`src/rtl/tsip_pkg.sv`:
```
// Types and constants for the TNS side info parser.
// No dependencies.
package tsip_pkg;

  typedef enum logic [7:0] {
    ST_IDLE     = 8'b0000_0001,
    ST_NFILT    = 8'b0000_0010,
    ST_COEFRES  = 8'b0000_0100,
    ST_LENGTH   = 8'b0000_1000,
    ST_ORDER    = 8'b0001_0000,
    ST_DIR      = 8'b0010_0000,
    ST_COMPRESS = 8'b0100_0000,
    ST_COEF     = 8'b1000_0000
  } parse_state_e;

  typedef enum logic [1:0] {
    KIND_WINDOW = 2'd0,
    KIND_HEADER = 2'd1,
    KIND_COEF   = 2'd2
  } rec_kind_e;

  localparam logic OP_START = 1'b0;
  localparam logic OP_BIT   = 1'b1;

  typedef struct packed {
    logic       op;
    logic       bit_req;
    logic       short_windows;
    logic [3:0] num_windows;
    logic [5:0] num_bands;
  } in_item_t;

  typedef struct packed {
    logic [1:0]        kind;
    logic [2:0]        window;
    logic [1:0]        filter;
    logic [3:0]        coef_index;
    logic [1:0]        filter_count;
    logic [2:0]        resolution;
    logic [5:0]        first_band;
    logic [5:0]        end_band;
    logic [3:0]        order;
    logic              direction;
    logic signed [3:0] coef;
    logic              last;
  } out_item_t;

endpackage

```
`src/rtl/tns_side_info_parser.sv`:
```
// Bit-serial parser for temporal noise shaping side information.
// Depends on tsip_pkg.
//
// One transaction per cycle on the input: a start transaction loads the window
// mode, window count and band count; each following transaction carries one
// bitstream bit, MSB first. Parser state updates on acceptance and any record
// is written to the output register, so a record appears in the cycle after the
// bit that completes its element. The input stalls only while the output
// register holds a record that has not been taken. Bits arriving outside a
// frame are dropped; a start transaction mid-frame restarts parsing.
module tns_side_info_parser
  import tsip_pkg::*;
#(
  parameter int unsigned MAX_WINDOWS = 8
) (
  input  logic      clk_i,
  input  logic      rst_ni,
  input  logic      in_valid_i,
  output logic      in_ready_o,
  input  in_item_t  in_data_i,
  output logic      out_valid_o,
  input  logic      out_ready_i,
  output out_item_t out_data_o
);

  localparam logic [3:0] MaxWin = 4'(MAX_WINDOWS);

  parse_state_e st_q, st_d;
  logic [2:0] bits_q, bits_d;
  logic [5:0] shift_q, shift_d;
  logic       short_q, short_d;
  logic [3:0] wt_q, wt_d;
  logic [5:0] bands_q, bands_d;
  logic [2:0] win_q, win_d;
  logic [1:0] fl_q, fl_d;
  logic [1:0] fi_q, fi_d;
  logic [5:0] top_q, top_d;
  logic [2:0] bres_q, bres_d;
  logic [2:0] cbits_q, cbits_d;
  logic [3:0] cl_q, cl_d;
  logic [5:0] start_q, start_d;
  logic       dir_q, dir_d;
  logic [3:0] cpos_q, cpos_d;

  logic      out_valid_q;
  out_item_t out_data_q;
  out_item_t rec;
  logic      rec_v;
  logic      accept;

  logic [5:0] shift_n;
  logic [2:0] bits_n;
  logic       last_win;
  logic       frame_end;
  logic [2:0] len_bits, ord_bits, nf_bits;
  logic [3:0] win_cnt;
  logic [3:0] coef_val;

  assign in_ready_o  = !out_valid_q || out_ready_i;
  assign accept      = in_valid_i && in_ready_o;
  assign out_valid_o = out_valid_q;
  assign out_data_o  = out_data_q;

  always_comb begin
    st_d = st_q;       bits_d = bits_q;   shift_d = shift_q;  short_d = short_q;
    wt_d = wt_q;       bands_d = bands_q; win_d = win_q;      fl_d = fl_q;
    fi_d = fi_q;       top_d = top_q;     bres_d = bres_q;    cbits_d = cbits_q;
    cl_d = cl_q;       start_d = start_q; dir_d = dir_q;      cpos_d = cpos_q;
    rec        = '0;
    rec.window = win_q;
    rec_v      = 1'b0;
    shift_n    = {shift_q[4:0], in_data_i.bit_req};
    bits_n     = bits_q - 3'd1;
    last_win   = ({1'b0, win_q} + 4'd1) >= wt_q;
    frame_end  = (fl_q == 2'd1) && last_win;
    len_bits   = short_q ? 3'd4 : 3'd6;
    ord_bits   = short_q ? 3'd3 : 3'd4;
    nf_bits    = short_q ? 3'd1 : 3'd2;
    win_cnt    = (in_data_i.num_windows > MaxWin) ? MaxWin : in_data_i.num_windows;
    case (cbits_q)
      3'd2:    coef_val = {{2{shift_n[1]}}, shift_n[1:0]};
      3'd3:    coef_val = {shift_n[2], shift_n[2:0]};
      default: coef_val = shift_n[3:0];
    endcase

    if (accept) begin
      if (in_data_i.op == OP_START) begin
        short_d = in_data_i.short_windows;
        wt_d    = win_cnt;
        bands_d = in_data_i.num_bands;
        win_d   = '0;
        fl_d    = '0;
        fi_d    = '0;
        shift_d = '0;
        if (win_cnt == 4'd0) begin
          st_d   = ST_IDLE;
          bits_d = '0;
        end else begin
          st_d   = ST_NFILT;
          bits_d = in_data_i.short_windows ? 3'd1 : 3'd2;
        end
      end else if (st_q != ST_IDLE && bits_q != 3'd0) begin
        shift_d = shift_n;
        bits_d  = bits_n;
        if (bits_n == 3'd0) begin
          shift_d = '0;
          case (st_q)
            ST_NFILT: begin
              fl_d = shift_n[1:0];
              fi_d = '0;
              if (shift_n[1:0] == 2'd0) begin
                rec.kind = KIND_WINDOW;
                rec.last = last_win;
                rec_v    = 1'b1;
                if (last_win) begin
                  st_d = ST_IDLE;
                end else begin
                  win_d  = win_q + 3'd1;
                  st_d   = ST_NFILT;
                  bits_d = nf_bits;
                end
              end else begin
                st_d   = ST_COEFRES;
                bits_d = 3'd1;
              end
            end
            ST_COEFRES: begin
              bres_d           = 3'd3 + {2'b00, shift_n[0]};
              rec.kind         = KIND_WINDOW;
              rec.filter_count = fl_q;
              rec.resolution   = 3'd3 + {2'b00, shift_n[0]};
              rec_v            = 1'b1;
              top_d            = bands_q;
              st_d             = ST_LENGTH;
              bits_d           = len_bits;
            end
            ST_LENGTH: begin
              start_d = (top_q >= shift_n) ? (top_q - shift_n) : 6'd0;
              st_d    = ST_ORDER;
              bits_d  = ord_bits;
            end
            ST_ORDER: begin
              cl_d = shift_n[3:0];
              if (shift_n[3:0] == 4'd0) begin
                rec.kind       = KIND_HEADER;
                rec.filter     = fi_q;
                rec.first_band = start_q;
                rec.end_band   = top_q;
                rec.last       = frame_end;
                rec_v          = 1'b1;
                top_d = start_q;
                fl_d  = fl_q - 2'd1;
                fi_d  = fi_q + 2'd1;
                if (fl_q != 2'd1) begin
                  st_d   = ST_LENGTH;
                  bits_d = len_bits;
                end else if (last_win) begin
                  st_d = ST_IDLE;
                end else begin
                  win_d  = win_q + 3'd1;
                  st_d   = ST_NFILT;
                  bits_d = nf_bits;
                end
              end else begin
                st_d   = ST_DIR;
                bits_d = 3'd1;
              end
            end
            ST_DIR: begin
              dir_d  = shift_n[0];
              st_d   = ST_COMPRESS;
              bits_d = 3'd1;
            end
            ST_COMPRESS: begin
              cbits_d        = bres_q - {2'b00, shift_n[0]};
              rec.kind       = KIND_HEADER;
              rec.filter     = fi_q;
              rec.resolution = bres_q - {2'b00, shift_n[0]};
              rec.first_band = start_q;
              rec.end_band   = top_q;
              rec.order      = cl_q;
              rec.direction  = dir_q;
              rec_v          = 1'b1;
              cpos_d         = '0;
              st_d           = ST_COEF;
              bits_d         = bres_q - {2'b00, shift_n[0]};
            end
            ST_COEF: begin
              rec.kind       = KIND_COEF;
              rec.filter     = fi_q;
              rec.coef_index = cpos_q;
              rec.coef       = coef_val;
              rec.last       = (cl_q == 4'd1) && frame_end;
              rec_v          = 1'b1;
              cpos_d         = cpos_q + 4'd1;
              cl_d           = cl_q - 4'd1;
              if (cl_q == 4'd1) begin
                top_d = start_q;
                fl_d  = fl_q - 2'd1;
                fi_d  = fi_q + 2'd1;
                if (fl_q != 2'd1) begin
                  st_d   = ST_LENGTH;
                  bits_d = len_bits;
                end else if (last_win) begin
                  st_d = ST_IDLE;
                end else begin
                  win_d  = win_q + 3'd1;
                  st_d   = ST_NFILT;
                  bits_d = nf_bits;
                end
              end else begin
                st_d   = ST_COEF;
                bits_d = cbits_q;
              end
            end
            default: begin
              st_d   = ST_IDLE;
              bits_d = '0;
            end
          endcase
        end
      end
    end
  end

  always_ff @(posedge clk_i or negedge rst_ni) begin
    if (!rst_ni) begin
      st_q    <= ST_IDLE;
      bits_q  <= '0;
      shift_q <= '0;
      short_q <= 1'b0;
      wt_q    <= 4'd1;
      bands_q <= '0;
      win_q   <= '0;
      fl_q    <= '0;
      fi_q    <= '0;
      top_q   <= '0;
      bres_q  <= 3'd3;
      cbits_q <= 3'd2;
      cl_q    <= '0;
      start_q <= '0;
      dir_q   <= 1'b0;
      cpos_q  <= '0;
      out_valid_q <= 1'b0;
    end else begin
      st_q    <= st_d;
      bits_q  <= bits_d;
      shift_q <= shift_d;
      short_q <= short_d;
      wt_q    <= wt_d;
      bands_q <= bands_d;
      win_q   <= win_d;
      fl_q    <= fl_d;
      fi_q    <= fi_d;
      top_q   <= top_d;
      bres_q  <= bres_d;
      cbits_q <= cbits_d;
      cl_q    <= cl_d;
      start_q <= start_d;
      dir_q   <= dir_d;
      cpos_q  <= cpos_d;
      if (in_ready_o) begin
        out_valid_q <= accept && rec_v;
      end
    end
  end

  always_ff @(posedge clk_i) begin
    if (accept && rec_v) begin
      out_data_q <= rec;
    end
  end

endmodule

```
`config.mk`:
```
export PLATFORM = sky130hd
export DESIGN_NAME = tns_side_info_parser
export DESIGN_NICKNAME = d
export VERILOG_FILES = /design/src/rtl/tsip_pkg.sv /design/src/rtl/tns_side_info_parser.sv
export SDC_FILE = /design/constraint.sdc
export NUM_CORES = 1
export LEC_CHECK = 0
export BUFFER_PORTS_ARGS = -buffer_cell sky130_fd_sc_hd__buf_4
export CELL_PAD_IN_SITES_DETAIL_PLACEMENT = 1
export CELL_PAD_IN_SITES_GLOBAL_PLACEMENT = 2
export CORE_MARGIN = 2
export CORE_UTILIZATION = 39
export CTS_CLUSTER_SIZE = 24
export DETAILED_ROUTE_END_ITERATION = 8
export GPL_ROUTABILITY_DRIVEN = 0
export GPL_TIMING_DRIVEN = 0
export PLACE_DENSITY_LB_ADDON = 0.1
export SLEW_MARGIN = 40
export SYNTH_ARGS = -nofsm -noshare
export SYNTH_HDL_FRONTEND = slang
export SYNTH_SLANG_ARGS = --single-unit
```
`constraint.sdc`:
```
create_clock -name clk_i -period 5 [get_ports clk_i]
set_input_delay 0.5 -clock clk_i [delete_from_list [all_inputs] [get_ports clk_i]]
set_output_delay 0.5 -clock clk_i [all_outputs]
set_load 0.005 [all_outputs]
```
## After elaboration in Yosys (flattened, before gate mapping)

Index checks and enable logic that the tools add are counted.

- Add/subtract/negate cells: 10
- Multiply operators: 0
- Div/mod/pow operators: 0
- $lt $le $gt $ge: 3
- Equality and inequality tests: 21
- Shift-type cells: 0
- Mux-type cells: 73
- Bitwise gates (word level): 1
- Reductions and logical operators: 31

Operators with widths:

| kind | number |
|---|---|
| $mux W8 | 7 |
| $pmux W8 S7 | 1 |
| $mux W3 | 17 |
| $reduce_and A5 Y1 | 7 |
| $mux W2 | 17 |
| $pmux W12 S2 | 1 |
| $pmux W4 S2 | 3 |
| $pmux W3 S7 | 1 |
| $mux W6 | 3 |
| $pmux W2 S3 | 3 |
| $pmux W6 S3 | 1 |
| $mux W5 | 3 |
| $reduce_and A7 Y1 | 2 |
| $mux W12 | 1 |
| $mux W1 | 9 |
| $ne A3 B3 Y1 const B | 3 |
| $pmux W3 S3 | 1 |
| $eq A8 B2 Y1 const B | 1 |
| $eq A8 B3 Y1 const B | 1 |
| $eq A8 B4 Y1 const B | 1 |
| $eq A8 B5 Y1 const B | 1 |
| $eq A8 B6 Y1 const B | 1 |
| $eq A8 B7 Y1 const B | 1 |
| $eq A8 B8 Y1 const B | 1 |
| 39 further kinds | 52 |

- Flip-flop bits (word level): 100
- Latch bits: 0
- Bits in writable memories: 0
- Memory bits (read-only): 0
- Logic and storage cells: 168
- Memories: 0

## Depth between registers and ports, before layout

Gate-level depths: netlist (run 1).

- Depth in word-level cells: 9
- Depth in mapped cells: 10
- Mapped depth without buffers: 10

## Worst setup path before layout (run 1)

Ideal clock, no wire load.

- Path kind: input to register
- Start: input in_data_i[11] in the netlist's numbering
- End: register out_data_q, in the netlist out_data_o[0], enable pin
- Data arrival time: 3491 ps
- Required time: 4552 ps
- Slack: 1061 ps
- Stages: 5
- Path buffers: 1
- Cells stage by stage: buf_2 > or4_1 > nor3_1 > nor2_1 > a21oi_1

- Longest elaborated chain between the ends: 8
- Elaborated cells on any way between the ends: 10
- Those cells by class: mux (7); reduce/logical (3)

Ends and longest elaborated chain:

| element | line | text |
|---|---|---|
| start, declared | tns_side_info_parser.sv:20 | `input in_item_t in_data_i,` |
| $logic_not A4 Y1 / $logic_not A2 Y1 (equally long branches) | tns_side_info_parser.sv:144, tns_side_info_parser.sv:111 |  |
| $mux W1 (on tied branches) | tns_side_info_parser.sv:144, tns_side_info_parser.sv:111 |  |
| $pmux W1 S3 * | tns_side_info_parser.sv:107 | `case (st_q)` |
| $mux W1 * | tns_side_info_parser.sv:105 | `if (bits_n == 3'd0) begin` |
| $mux W1 * | tns_side_info_parser.sv:102 | `end else if (st_q != ST_IDLE && bits_q != 3'd0) begin` |
| $mux W1 * | tns_side_info_parser.sv:87 | `if (in_data_i.op == OP_START) begin` |
| $mux W1 * | tns_side_info_parser.sv:86 | `if (accept) begin` |
| $logic_and A1 B1 Y1 * | tns_side_info_parser.sv:269 | `if (accept && rec_v) begin` |
| end signal, assigned | tns_side_info_parser.sv:270 | `out_data_q <= rec;` |
| end, declared | tns_side_info_parser.sv:46 | `out_item_t out_data_q;` |

Every way passes the cells marked *; elsewhere a longest branch is shown, timed or not.
A chain may end at the register's enable or synchronous reset.

## Final worst setup path (run 1)

- Start: register st_q[1]
- End: register out_data_q, in the netlist out_data_o[27], enable pin

- Longest elaborated chain between the ends: 8
- Elaborated cells on any way between the ends: 14
- Those cells by class: eq/ne (6); mux (5); reduce/logical (3)

Ends and longest elaborated chain:

| element | line | text |
|---|---|---|
| start, declared | tns_side_info_parser.sv:28 | `parse_state_e st_q, st_d;` |
| start signal, assigned | tns_side_info_parser.sv:246 | `st_q <= st_d;` |
| $eq A8 B8 Y1 (tied with other cells) | tns_side_info_parser.sv:107 |  |
| $reduce_or A3 Y1 (no line) | -- |  |
| $pmux W1 S3 | tns_side_info_parser.sv:107 |  |
| $mux W1 | tns_side_info_parser.sv:105 |  |
| $mux W1 * | tns_side_info_parser.sv:102 |  |
| $mux W1 * | tns_side_info_parser.sv:87 |  |
| $mux W1 * | tns_side_info_parser.sv:86 |  |
| $logic_and A1 B1 Y1 * | tns_side_info_parser.sv:269 |  |

Marks and branches as above.

==> impl_metrics.tcl, run 1 <==
set metrics [dict create \
    tns_ns 0 \
    setup_viol 0 \
    grt_max_degree 62 \
    min_period_ns 3.105 \
    critPathRequiredTime_ns 5.06 \
    synth_commonest_cells "dfrtp_1, nand2_1, edfxtp_1, nor2_1, inv_1" \
    critPathLaunchType "flop" \
    ys_types 71 \
    final_nets 592 \
    ys.flop_type "dfrtp_1" \
    layout-drive-gt1-share_pct 22.36 \
    core_region_area_um2 13140 \
    synth_edf_count 38 \
    grt_pass1_wl_mm 22.54 \
    dp_hpwl_mm 9.903 \
    cts.sinks 99 \
    grt_pass1_vias 4126 \
    endpoint_kind "flop" \
    outcome "complete, no violations" \
    avgSynthCellArea_um2 10.73 \
    slew_headroom_pct 46.52 \
    via_per_inst 5.239 \
    grt.overflow.total 0 \
    drt_wl_total_mm 13.66 \
    drcViolationCount 0 \
    root_buffer "clkbuf_16" \
    start_util_pct 39.63 \
    p_int_w 0.001636 \
    drt_iter0_drc 204 \
    p_total_w 0.002508 \
    rsz0062_at_grt "no" \
    sw_frac_of_total_pct 34.74 \
    seqPwrFrac_pct 41.0 \
    drv_cap 0 \
    leakage_nw 2.715 \
    htree_num_levels 3 \
    postCtsSetupRepairBufs 0 \
    cts_buffers 9 \
    async_reset_ff_share_pct 61.62 \
    diodes 0 \
    fin_skew_ns 0.006851 \
    clockBufferDepth 2 \
    syn_nets 523 \
    synth_top_cell_area_share_pct 27.40 \
    io_buffers 56 \
    clkPwrFrac_pct 28.7 \
    hold_class "input pin to asynchronous set/reset pin" \
    die_area_um2 14290 \
    vias 3851 \
    row_count 42 \
    path_clk_slew_ns 0.07 \
    syn_inst 485 \
    yosysTopAreaCell "dfrtp_1" \
    ctsResizeCount 0 \
    clock_latency_ns 0.35 \
    max_clock_freq_mhz 322.1 \
    worst_slew_pin_slew_ns 0.8002 \
    netlist_area_um2 5206 \
    crit_arrival_ns 3.16 \
    dr.pass1.iters 4 \
    power_switching_w 0.0008711 \
    cts_tree "built" \
    synth_area_leaders "dfrtp_1, edfxtp_1, ha_1" \
    comb_power_share_pct 30.2 \
    ys_ff_latch 99 \
    grt_antenna_before_repair 0 \
    io_pins 57 \
    post_drt_wl_per_cell_um 18.59 \
    cts_hold_buf 0 \
    yosysWarningCount 0 \
    hold_viol 0 \
    die_h_um 119.5 \
    p_per_area_nw_per_um2 403.8 \
    min_period_over_period_pct 62.10 \
    ant_nets 0 \
    crit_type "flop to flop" \
    crit_path_max_fanout 14 \
    seq_area_frac_synth_pct 51.33 \
    die_x_um 119.5 \
    grt_usage_pct 20.42 \
    holdWs_ns 0.1229 \
    final-max-slew-violation-count 0 \
    synth_most_common_cell "dfrtp_1" \
    areaGrowthSynthToFinish_pct 19.27 \
    ir_drop_v 0.0002474 \
]
## logic make-up (layout without fill, tap and decap cells)
kind of cell               after synthesis  in the layout  share of synthesized area [%]
AOI/OAI and AO/OA                      105            105                          13.75
DFF                                     99             99                          51.33
xor gates and xnor gates                10             10                          1.682
adders and majority gates               21             21                          5.191
buffers and inverters                   53            127                          4.590
and+or+nand+nor                        177            177                          19.32
muxes                                   20             20                          4.134
## worst paths after layout
path,startpoint,end,slack (ns),cells past startpoint
worst max-delay path,st_q[1]$_DFFE_PN0P_,out_data_o[27]$_SDFFCE_PN0P_,1.90,6
worst min-delay path,rst_ni,st_q[7]$_DFFE_PN0P_,0.12,1
worst max register to register,st_q[1]$_DFFE_PN0P_,out_data_o[27]$_SDFFCE_PN0P_,1.90,6
worst min register to register,shift_q[3]$_DFFE_PN0P_,shift_q[3]$_DFFE_PN0P_,0.48,2
max in group asynchronous,rst_ni,cpos_q[3]$_DFFE_PN0P_,4.42,1
min in group clk_i,in_data_i[0],bands_q[0]$_DFFE_PN0P_,0.38,2
## power by group through the flow
stage / clock network [W] / registers (W) / logic, W
global route: 0.000768 / 0.00104 / 0.000856
finish: 0.000721 / 0.00103 / 0.000759
CTS: 0.000743 / 0.00103 / 0.000766
global placement: 0 / 0.00104 / 0.000725
floorplan: 0 / 0.00101 / 0.000566
detailed placement: 0 / 0.00104 / 0.000756
## layout by cell type, fill, tap and decap left out, drive strengths merged, types with 5 or more instances in the layout
master,instances
dfrtp,57
ha,20
and3,9
nor4,7
a21o,6
buf,73
a211oi,5
xor2,6
o31ai,8
a21oi,29
nand2,47
mux2i,11
clkbuf,15
nor3,8
a22o,7
nor2,38
inv,35
and2,19
edfxtp,38
mux2,9
or4,5
o21ai,31
nand3,11
## registers in the layout (all words and copies together) (netlist names), 4 cells and up
name        count
start_q         6
out_data_o     38
cl_q            4
st_q            8
cpos_q          4
shift_q         5
bands_q         6
top_q           6
wt_q            4
## critical path: stages, from the launching register on
cell,delay (ns)
dfrtp_1,0.51
nor4_2,0.67
and3_1,0.26
clkbuf_1,0.40
nor2_1,0.17
a21oi_4,0.54
buf_8,0.25
## layer usage
metal | routed length [um] | track usage (%)
met1 | 6436 | 28.41
met2 | 6454 | 32.39
met3 | 542 | 4.420
met4 | 230 | 5.515
met5 | 0 | 0
## metrics by stage
stage,area (um^2),cells,setup slack (ns),utilization [%]
2_1_floorplan,5206,485,1.061,-
3_3_place_gp,5847,717,-0.5539,44.50
3_5_place_dp,5906,719,1.908,44.95
4_1_cts,6210,735,1.905,47.27
5_1_grt,6210,735,1.773,47.27
6_report,6210,735,1.895,47.27
## layout make-up
cell class	count	area [um^2]
Timing Repair Buffer	58	466.7
Clock inverter	5	61.31
Tap cell	176	220.2
Sequential cell	99	2673
Fill cell	1472	6928
Multi-Input combinational cell	333	2307
Inverter	34	127.6
Clock buffer	11	242.7
Buffer	19	111.4
(Power assumes the default switching activity.)
==> run 2, diff against run 1 <==
Clock period 5 ns to 3.1 ns, I/O delays scaled along.
==> run 2 against run 1 <==
First-iteration DRC count down 0.49%. Via count up 1.9%. Setup slack worse by 1.7 ns. Count of clock-buffer cells in the layout down 1. Highest routed layer unchanged. Power up 62%. Critical path depth up 1. Critical endpoint is now out_data_o[26]$_SDFFCE_PN0P_.
==> impl_metrics.tcl, run 2 (synthesis results as in run 1) <==
set metrics [dict create \
    r2r_cells 7 \
    slew_headroom_pct 52.04 \
    grt.overflow.total 0 \
    cts.sinks 99 \
    crit_chain "nor4_4, and3_1, clkbuf_1, nor2_1, a21oi_4, buf_8, buf_8" \
    htree_num_levels 3 \
    crit_arrival_ns 2.92 \
    grt_pass1_wl_mm 22.26 \
    hold_class "input pin to flop" \
    setup_viol 0 \
    layout-drive-gt1-share_pct 22.46 \
    grt_pass1_vias 4075 \
    drcViolationCount 0 \
    critical_path.max_stage_delay_ns 0.53 \
    dp_hpwl_mm 9.919 \
    grt_max_degree 62 \
    io_pins 57 \
    p_per_area_nw_per_um2 653.4 \
    post_drt_wl_per_cell_um 18.86 \
    rsz0062_at_grt "no" \
    ir_drop_v 0.0003659 \
    start_util_pct 39.63 \
    drt_iter0_drc 203 \
    areaGrowthSynthToFinish_pct 19.66 \
    leakage_nw 2.716 \
    grt_antenna_before_repair 0 \
    fin_skew_ns 0.008994 \
    root_buffer "clkbuf_16" \
    place_area_um2 5908 \
    die_x_um 119.5 \
    hold_viol 0 \
    drt_wl_total_mm 13.90 \
    via_per_inst 5.323 \
    final_nets 594 \
    final-max-slew-violation-count 0 \
    die_area_um2 14290 \
    min_period_over_period_pct 92.13 \
    crit_type "flop to flop" \
    critPathSlowestCell "dfrtp_1" \
    critPathRequiredTime_ns 3.17 \
    critPathLaunchType "flop" \
    outcome "complete, no violations" \
    grt_usage_pct 20.30 \
    max_clock_freq_mhz 350.1 \
    endpoint_kind "flop" \
    fin_util_pct 47.42 \
    worstReg2RegEnd "out_data_o[26]$_SDFFCE_PN0P_" \
    cts_buffers 9 \
    postCtsSetupRepairBufs 0 \
    path_clk_slew_ns 0.07 \
    ant_nets 0 \
    dr.pass1.iters 4 \
    r2r_start "st_q[1]$_DFFE_PN0P_" \
    regToRegSetupSlack_ns 0.24 \
    worst_slew_pin_slew_ns 0.7175 \
    drv_cap 0 \
    min_period_ns 2.856 \
    holdWs_ns 0.1814 \
    critPathCapture "out_data_o[26]$_SDFFCE_PN0P_" \
    row_count 42 \
    core_region_area_um2 13140 \
    p_total_w 0.004071 \
    crit_path_max_fanout 13 \
    largest_register_ffs 38 \
    vias 3923 \
    finish.instance_area_um2 6230 \
    io_buffers 56 \
    clockBufferDepth 2 \
    layout_common_cells "dfrtp_1, buf_4, nand2_1, edfxtp_1, nor2_1" \
    cp-startpoint "st_q[1]$_DFFE_PN0P_" \
    clock_latency_ns 0.36 \
    path_common_cell "buf_8" \
    diodes 0 \
    cts_tree "built" \
    die_h_um 119.5 \
    layout_commonest_cell "dfrtp_1" \
]
run 2: changes by cell type in the layout (fill, tap and decap cells not counted):
cell	change
buf_16	-1
buf_8	+2
clkbuf_8	-1
clkinv_2	-1
clkinv_4	-1
clkinvlp_4	+2
dlygate4sd3_1	+1
inv_8	+1
nor4_2	-1
nor4_4	+1
run 2: what timing repair did:
item | in CTS | in global routing
endpoints found under the setup margin | 0 | 25
gates resized for setup | 0 | 1
endpoints found under the hold margin | 57 | 0
hold buffers | 1 | 0
run 2: through the flow:
step                      worst slack, ns  cells  setup TNS [ns]
after floorplan                    0.4183    485               0
after global placement            -0.4154    717          -15.93
after detailed placement          0.09056    720               0
after CTS                         0.08456    737               0
after global routing              0.06276    737               0
final                              0.2439    737               0
run 2: report_power, final:
group          leakage (nW)  switching [W]  internal (W)
clock network         0.141       0.000534      0.000637
logic                  1.40       0.000735      0.000499
registers              1.18       0.000171       0.00150
total                  2.72        0.00144       0.00263
run 2: layout make-up:
class                           count  area (um^2)
Multi-Input combinational cell    333         2316
Fill cell                        1454         6908
Tap cell                          176        220.2
Clock inverter                      6        73.82
Sequential cell                    99         2673
Clock buffer                       10        229.0
Buffer                             19        111.4
Inverter                           34        127.6
Timing Repair Buffer               60        479.2
run 2: how the worst min path moves through the flow:
stage | start | end | slack (ns) | cells after the start
2_1_floorplan | rst_ni | bands_q[0]$_DFFE_PN0P_ | 0.01 | 0
3_3_place_gp | shift_q[3]$_DFFE_PN0P_ | shift_q[3]$_DFFE_PN0P_ | 0.46 | 2
3_5_place_dp | rst_ni | cl_q[0]$_DFFE_PN0P_ | 0.36 | 1
4_1_cts | in_data_i[1] | bands_q[1]$_DFFE_PN0P_ | 0.17 | 2
5_1_grt | in_data_i[5] | bands_q[5]$_DFFE_PN0P_ | 0.17 | 2
6_report | in_data_i[5] | bands_q[5]$_DFFE_PN0P_ | 0.18 | 2
run 2: per-layer routing:
layer / share of wire, % / routed length [um] / GRT usage, % / vias to the layer above
met5: 0 / 0 / 0 / -
met4: 2.0 / 274 / 6.324 / 0
met3: 3.7 / 508 / 4.515 / 15
met2: 47 / 6537 / 32.50 / 78
met1: 47 / 6579 / 27.55 / 1952
li1: - / - / - / 1878
run 2: critical path, delay by kind of cell, from the launching register on:
family | cells | cell delay (ns)
and+or+nand+nor | 3 | 0.93
AOI/OAI and AO/OA | 1 | 0.32
buffers and inverters | 3 | 0.79
DFF | 1 | 0.53
==> run 3, diff against run 2 <==
Settings changed: CORE_UTILIZATION 39 to 40, CTS_CLUSTER_DIAMETER from default to 40.
Clock period 3.1 ns to 3.3 ns, I/O delays scaled along.
==> run 3 against run 2 <==
Power is 8.8% lower. Critical path depth is 1 lower. Non-clock buffer count decreased by 1. Worst hold slack gained 0.024 ns. Register-to-register slack worse by 0.06 ns. Wire length is 2.2% lower. Largest cell class unchanged. Highest routed layer unchanged.
==> impl_metrics.tcl, run 3 (synthesis results as in run 1) <==
set metrics [dict create \
    core_region_area_um2 12670 \
    critPathRequiredTime_ns 3.36 \
    clockBufferDepth 2 \
    root_buffer "clkbuf_16" \
    critPathSlowestCell "nor4_2" \
    cts_tree "built" \
    io_pins 57 \
    ant_nets 0 \
    grt_antenna_before_repair 0 \
    setup_viol 0 \
    row_count 41 \
    htree_num_levels 3 \
    drcViolationCount 0 \
    ir_drop_v 0.0003890 \
    die_h_um 118.1 \
    routed.top_layer "met4" \
    via_per_inst 5.299 \
    io_buffers 56 \
    layout_common_cells "dfrtp_1, buf_4, nand2_1, edfxtp_1, nor2_1" \
    final_cell_count_no_fill 732 \
    worst_slew_pin_slew_ns 0.7010 \
    finish.instance_area_um2 6182 \
    grt_pass1_wl_mm 22.86 \
    placed_cells 715 \
    min_period_over_period_pct 94.48 \
    met1_length_mm 6.402 \
    hold_class "input pin to flop" \
    dr_wl_met2_mm 6.454 \
    cts_buffers 9 \
    layout_commonest_cell "dfrtp_1" \
    grt.overflow.total 0 \
    start_util_pct 41.09 \
    layout-drive-gt1-share_pct 22.50 \
    dp_hpwl_mm 9.834 \
    hold_viol 0 \
    postCtsSetupRepairBufs 0 \
    regToRegSetupSlack_ns 0.18 \
    leakage_nw 2.694 \
    drt_wl_total_mm 13.59 \
    p_per_area_nw_per_um2 600.2 \
    crit_chain "nor4_2, and3_1, clkbuf_1, nor2_1, a21oi_4, buf_8" \
    clock_latency_ns 0.36 \
    path_clk_slew_ns 0.07 \
    r2r_cells 6 \
    setup_ws_ns 0.1823 \
    cts.sinks 99 \
    critical_path.max_stage_delay_ns 0.69 \
    diodes 0 \
    crit_type "flop to flop" \
    endpoint_kind "flop" \
    slew_headroom_pct 52.88 \
    rsz0062_at_grt "no" \
    critPathLaunchType "flop" \
    final_nets 593 \
    dr.pass1.iters 4 \
    areaGrowthSynthToFinish_pct 18.75 \
    crit_arrival_ns 3.18 \
    drt_iter0_drc 218 \
    final-max-slew-violation-count 0 \
    outcome "complete, no violations" \
    min_period_ns 3.118 \
    place_area_um2 5888 \
    place_ws_ns 0.2895 \
    largest_register_ffs 38 \
    grt_pass1_vias 4355 \
    met3_length_um 446 \
    grt_max_degree 62 \
    fin_skew_ns 0.008096 \
    drv_cap 0 \
    crit_path_max_fanout 14 \
    post_drt_wl_per_cell_um 18.56 \
    vias 3879 \
    die_x_um 118.1 \
    die_area_um2 13940 \
    grt_usage_pct 20.84 \
    max_clock_freq_mhz 320.7 \
    whs_path_depth 2 \
]
## run 3: final timing paths
path | from | endpoint
worst max-delay path | st_q[1]$_DFFE_PN0P_ | out_data_o[32]$_SDFFCE_PN0P_
min in group asynchronous | rst_ni | st_q[4]$_DFFE_PN0P_
worst min-delay path | in_data_i[4] | bands_q[4]$_DFFE_PN0P_
worst max register to register | st_q[1]$_DFFE_PN0P_ | out_data_o[32]$_SDFFCE_PN0P_
worst min register to register | cbits_q[1]$_DFFE_PN1P_ | cbits_q[1]$_DFFE_PN1P_
max in group asynchronous | rst_ni | start_q[4]$_DFFE_PN0P_
## run 3: final cells by class
type,instances,area (um^2)
fill,1405,6489
sequential,99,2673
multi-input combinational,333,2312
timing repair buffer,59,464.2
clock buffer,10,239.0
tap,172,215.2
inverter,34,127.6
buffer,19,111.4
clock inverter,6,40.04
## run 3: stage by stage
stage / total power, W / hold slack (ns) / utilization (%) / setup TNS, ns
after global routing: 0.003949 / 0.2018 / 48.79 / 0
after global placement: 0.002675 / 0.4640 / 46.13 / -36.45
final: 0.003711 / 0.2054 / 48.79 / 0
after floorplan: 0.002393 / 0.03441 / - / 0
after detailed placement: 0.002724 / 0.3740 / 46.47 / 0
after CTS: 0.003745 / 0.1989 / 48.75 / 0
## run 3: metal layers
layer / global-route usage [%] / up-vias
met2: 33.78 / 61
met1: 27.44 / 1918
met3: 4.651 / 21
met5: 0 / -
li1: - / 1879
met4: 7.380 / 0
## run 3: timing repair
action,in CTS,in global routing
resized for setup,0,0
hold buffers,1,0
setup endpoints to repair,0,0
endpoints found under the hold margin,21,0
## run 3: report_power, final
part | switching, W | internal, W | total [W]
sequential | 0.000155 | 0.00141 | 0.00156
combinational | 0.000686 | 0.000462 | 0.00115
clock | 0.000471 | 0.000530 | 0.00100
total | 0.00131 | 0.00240 | 0.00371
## run 3: critical path: cells and delay by family, from the launching register on
kind / cells / cell delay, ns
compound gates: 1 / 0.51
buf+inv: 2 / 0.64
flops: 1 / 0.52
simple gates: 3 / 1.13
